[src/rtl/fnas_pkg.sv]
// ----------------------------------------------------------------------------
// fnas_pkg
// shared constants and types for the four-neighbor average stencil unit
// ----------------------------------------------------------------------------
package fnas_pkg;

    localparam int DEF_MAX_COLS   = 1024;
    localparam int DEF_DATA_WIDTH = 32;

    localparam int ROW_W       = 16;
    localparam int GRID_COLS_W = 11;
    localparam int CFG_DATA_W  = 16;
    localparam int CFG_INDEX_W = 1;

    localparam logic [ROW_W-1:0]       ROWS_RESET = 16'd102;
    localparam logic [GRID_COLS_W-1:0] COLS_RESET = 11'd102;

    typedef enum logic [CFG_INDEX_W-1:0] {
        REG_GRID_ROWS = 1'b0,
        REG_GRID_COLS = 1'b1
    } cfg_reg_t;

    localparam int FIFO_DEPTH = 3;
    localparam int FIFO_PTR_W = 2;
    localparam int FIFO_LVL_W = 2;

endpackage

[src/rtl/fnas_out_fifo.sv]
// ----------------------------------------------------------------------------
// fnas_out_fifo
// three-entry result queue between the compute stage and the output channel
// ----------------------------------------------------------------------------
module fnas_out_fifo #(
    parameter int DATA_WIDTH = fnas_pkg::DEF_DATA_WIDTH,
    parameter int COL_W      = $clog2(fnas_pkg::DEF_MAX_COLS)
) (
    input  logic                             clk,
    input  logic                             rst_n,
    input  logic                             push,
    input  logic [DATA_WIDTH-1:0]            push_average,
    input  logic [fnas_pkg::ROW_W-1:0]       push_row,
    input  logic [COL_W-1:0]                 push_col,
    input  logic                             push_done,
    output logic [fnas_pkg::FIFO_LVL_W-1:0]  level,
    output logic                             out_valid,
    input  logic                             out_ready,
    output logic [DATA_WIDTH-1:0]            average,
    output logic [fnas_pkg::ROW_W-1:0]       cell_row,
    output logic [COL_W-1:0]                 cell_col,
    output logic                             frame_done
);

    import fnas_pkg::*;

    localparam int ENTRY_W = DATA_WIDTH + ROW_W + COL_W + 1;

    logic [ENTRY_W-1:0]    entry_reg [FIFO_DEPTH];
    logic [FIFO_PTR_W-1:0] head_reg, head_next;
    logic [FIFO_PTR_W-1:0] tail_reg, tail_next;
    logic [FIFO_LVL_W-1:0] level_reg, level_next;
    logic                  pop;
    logic [ENTRY_W-1:0]    head_entry;

    function automatic logic [FIFO_PTR_W-1:0] ptr_inc(input logic [FIFO_PTR_W-1:0] p);
        ptr_inc = (p == FIFO_PTR_W'(FIFO_DEPTH - 1)) ? '0 : p + 1'b1;
    endfunction

    assign out_valid  = (level_reg != '0);
    assign pop        = out_valid && out_ready;
    assign level      = level_reg;
    assign head_entry = entry_reg[head_reg];

    assign average    = head_entry[ENTRY_W-1 -: DATA_WIDTH];
    assign cell_row   = head_entry[COL_W+1 +: ROW_W];
    assign cell_col   = head_entry[1 +: COL_W];
    assign frame_done = head_entry[0];

    always_comb
    begin
        head_next  = pop ? ptr_inc(head_reg) : head_reg;
        tail_next  = push ? ptr_inc(tail_reg) : tail_reg;
        level_next = level_reg;
        if (push && !pop)
        begin
            level_next = level_reg + 1'b1;
        end
        else if (pop && !push)
        begin
            level_next = level_reg - 1'b1;
        end
    end

    always_ff @(posedge clk or negedge rst_n)
    begin
        if (!rst_n)
        begin
            head_reg  <= '0;
            tail_reg  <= '0;
            level_reg <= '0;
        end
        else
        begin
            head_reg  <= head_next;
            tail_reg  <= tail_next;
            level_reg <= level_next;
        end
    end

    always_ff @(posedge clk)
    begin
        if (push)
        begin
            entry_reg[tail_reg] <= {push_average, push_row, push_col, push_done};
        end
    end

endmodule

[config.mk]
export PLATFORM = sky130hd
export DESIGN_NAME = fnas_out_fifo
export DESIGN_NICKNAME = d
export VERILOG_FILES = /design/src/rtl/fnas_pkg.sv /design/src/rtl/fnas_out_fifo.sv
export SDC_FILE = /design/constraint.sdc
export NUM_CORES = 1
export LEC_CHECK = 0
export BUFFER_PORTS_ARGS = -buffer_cell sky130_fd_sc_hd__buf_2
export CORE_AREA = 2 2 121 123
export DETAILED_ROUTE_END_ITERATION = 6
export DIE_AREA = 0 0 123 125
export PLACE_DENSITY = 0.73
export REMOVE_ABC_BUFFERS = 1
export SLEW_MARGIN = 20
export SYNTH_ARGS = -nofsm -noshare
export SYNTH_HDL_FRONTEND = slang
export SYNTH_SLANG_ARGS = --single-unit
[constraint.sdc]
create_clock -name clk -period 6.15 [get_ports clk]
set_input_delay 0 -clock clk [delete_from_list [all_inputs] [get_ports clk]]
set_output_delay 0 -clock clk [all_outputs]
set_load 0.01 [all_outputs]
==> results.json <==
{
  "largest_reg_flops": 177,
  "postCtsSetupBuffers": 0,
  "cts.htree.levels": 4,
  "worst_pin_slew_ns": 0.8592,
  "p_total_mw": 3.903,
  "synth.top_cell.area_share": 0.7745,
  "startpoint_type": "flip-flop",
  "clkSinkCount": 183,
  "synth_common_cells": "edfxtp_1, nand2_1, mux2i_1, o21ai_1, buf_2",
  "fin_worst_skew_ns": 0.007362,
  "die_area_um2": 15380,
  "ir_drop_v": 0.0002242,
  "die_h_um": 125,
  "io_pins": 125,
  "hold_class": "in2reg",
  "grt_setup_unrepaired": "no",
  "synth_area_leaders": "edfxtp_1, mux2i_1, o21ai_1, nand2_1, dfrtp_1",
  "yosysWarnings": 0,
  "drive_gt1_frac": 0.2765,
  "core-area_um2": 14200,
  "end_kind": "output port",
  "period_minus_slack_ns": 2.036,
  "synthCells": 399,
  "grt_pass1_wl_mm": 18.95,
  "clk_path_buf_depth": 2,
  "drt_pass1_iterations": 5,
  "antenna_found_initial": 0,
  "portBuffers": 124,
  "tns_ns": 0,
  "maxSlewHeadroom": 0.4272,
  "vias": 3879,
  "hold_viol_final": 0,
  "drc_errors": 0,
  "leakage_nw": 3.296,
  "track_usage": 0.1643,
  "synth_edf_count": 177,
  "synth_area_um2": 6863,
  "required_ns": 6.15,
  "final_nets": 655,
  "powerDensity_nw_per_um2": 441.0,
  "critPathArrivalTime_ns": 2.04,
  "clockRootBuffer": "clkbuf_16",
  "initial_core_util": 0.4832,
  "period_share": 0.3310,
  "yosysUniqueCellTypes": 23,
  "routed_wl_mm": 12.21,
  "fmax_mhz": 491.2,
  "async_reset_ff_frac": 0.03279,
  "slew_violations": 0,
  "grt_max_degree": 122,
  "syn_avg_cell_area_um2": 17.20,
  "post-synth-top-count-cell": "edfxtp_1",
  "drtAntennaViolNets": 0,
  "grt_overflow": 0,
  "setup_viol": 0,
  "drtIter0Drc": 285,
  "placed_cells": 691,
  "cts_tree": "yes",
  "viasPerCell": 4.923,
  "place.gp.congestion": 0.7004,
  "grt_pass1_vias": 3951,
  "status": "completed",
  "clk_pin_slew_ns": 0.06,
  "cap_violations": 0,
  "num_rows": 44,
  "yosysTopAreaCell": "edfxtp_1",
  "place_hpwl_mm": 6.566,
  "ys_ff_latch": 183,
  "cts_buffers": 17,
  "path_max_fanout": 36,
  "clk_latency_ns": 0.42,
  "die_w_um": 123,
  "final_core_util": 0.6232,
  "ctsResizeCount": 0,
  "syn_to_final_growth_pct": 28.97,
  "worst-setup-path-type": "reg2out",
  "antenna_cells": 0,
  "post_drt_wl_per_cell_um": 15.49,
  "synthFlopType": "edfxtp_1",
  "yosysSeqAreaShare": 0.7964,
  "fin_cells": 788,
  "holdBufCountCts": 63
}
report_power, final:
group          leakage [nW]  internal (mW)  total [mW]  switching, mW
clock network         0.273          0.595        1.03          0.430
logic                  1.32          0.480        1.12          0.641
registers              1.70           1.61        1.76          0.149
final timing paths:
check,startpoint,endpoint,slack (ns),depth (start not counted)
max in group asynchronous,rst_n,head_reg[0]$_DFFE_PN0P_,5.37,3
setup reg to reg,tail_reg[0]$_DFFE_PN0P_,entry_reg[1][16]$_DFFE_PP_,4.44,3
hold / removal,push_average[7],entry_reg[1][34]$_DFFE_PP_,0.31,2
min in group asynchronous,rst_n,head_reg[1]$_DFFE_PN0P_,0.52,3
hold reg to reg,level[1]$_DFFE_PN0P_,level[1]$_DFFE_PN0P_,0.52,1
setup / recovery,head_reg[0]$_DFFE_PN0P_,average[15],4.11,4
per-layer routing:
metal  share of wire  routed length [um]  track usage
met1            0.43                5258       0.2020
met2            0.50                6155       0.2714
met3           0.045                 545      0.05064
met4           0.020                 248      0.06417
met5               0                   0            0
worst max-delay path: stages (launching register included):
cell and delay, ns:
dfrtp_4 0.76, buf_16 0.31, mux2i_1 0.27, o21ai_1 0.08, buf_2 0.16
layout by cell type, fill, tap and decap left out, types with 2 or more instances in the layout:
master           n
clkbuf_16       17
dfrtp_4          2
edfxtp_1       177
xor2_1           2
a21o_1           3
buf_4            4
clkbuf_1         2
dfrtp_1          4
o21ai_1         58
buf_2          124
bufinv_16        2
o21ai_0          2
mux2i_1         59
clkinv_2         6
dlygate4sd3_1   63
buf_16           2
nand2_1         61
clkinvlp_4       3
inv_6            2
cell type report:
| cell class | instances | area (um^2) |
|---|---|---|
| clock buffers | 19 | 432.9 |
| clock inverters | 13 | 130.1 |
| repair buffers | 193 | 1336 |
| well taps | 184 | 230.2 |
| multi-input cells | 195 | 1245 |
| inverters | 1 | 3.754 |
| fillers | 1045 | 5353 |
| flip-flops and latches | 183 | 5473 |
stage by stage:
stage | hold slack, ns | instance area [um^2] | setup WS [ns]
3_3_place_gp | -0.1754 | 7602 | 4.360
2_1_floorplan | -0.2956 | 6696 | 0.8558
3_5_place_dp | -0.1658 | 7602 | 4.338
6_report | 0.3148 | 8851 | 4.114
4_1_cts | 0.2945 | 8796 | 3.890
5_1_grt | 0.2961 | 8851 | 4.014
cell families after synthesis:
family / count (synthesis) / synth area share
AO/OA/AOI/OAI: 64 / 0.04831
XOR/XNOR: 3 / 0.003829
adder cells (fa/ha/maj): 1 / 0.001823
multiplexers: 59 / 0.08605
buffers and inverters: 21 / 0.02479
AND/OR/NAND/NOR: 68 / 0.03884
flip-flops: 183 / 0.7964
Power figures use the tool's default switching activity.
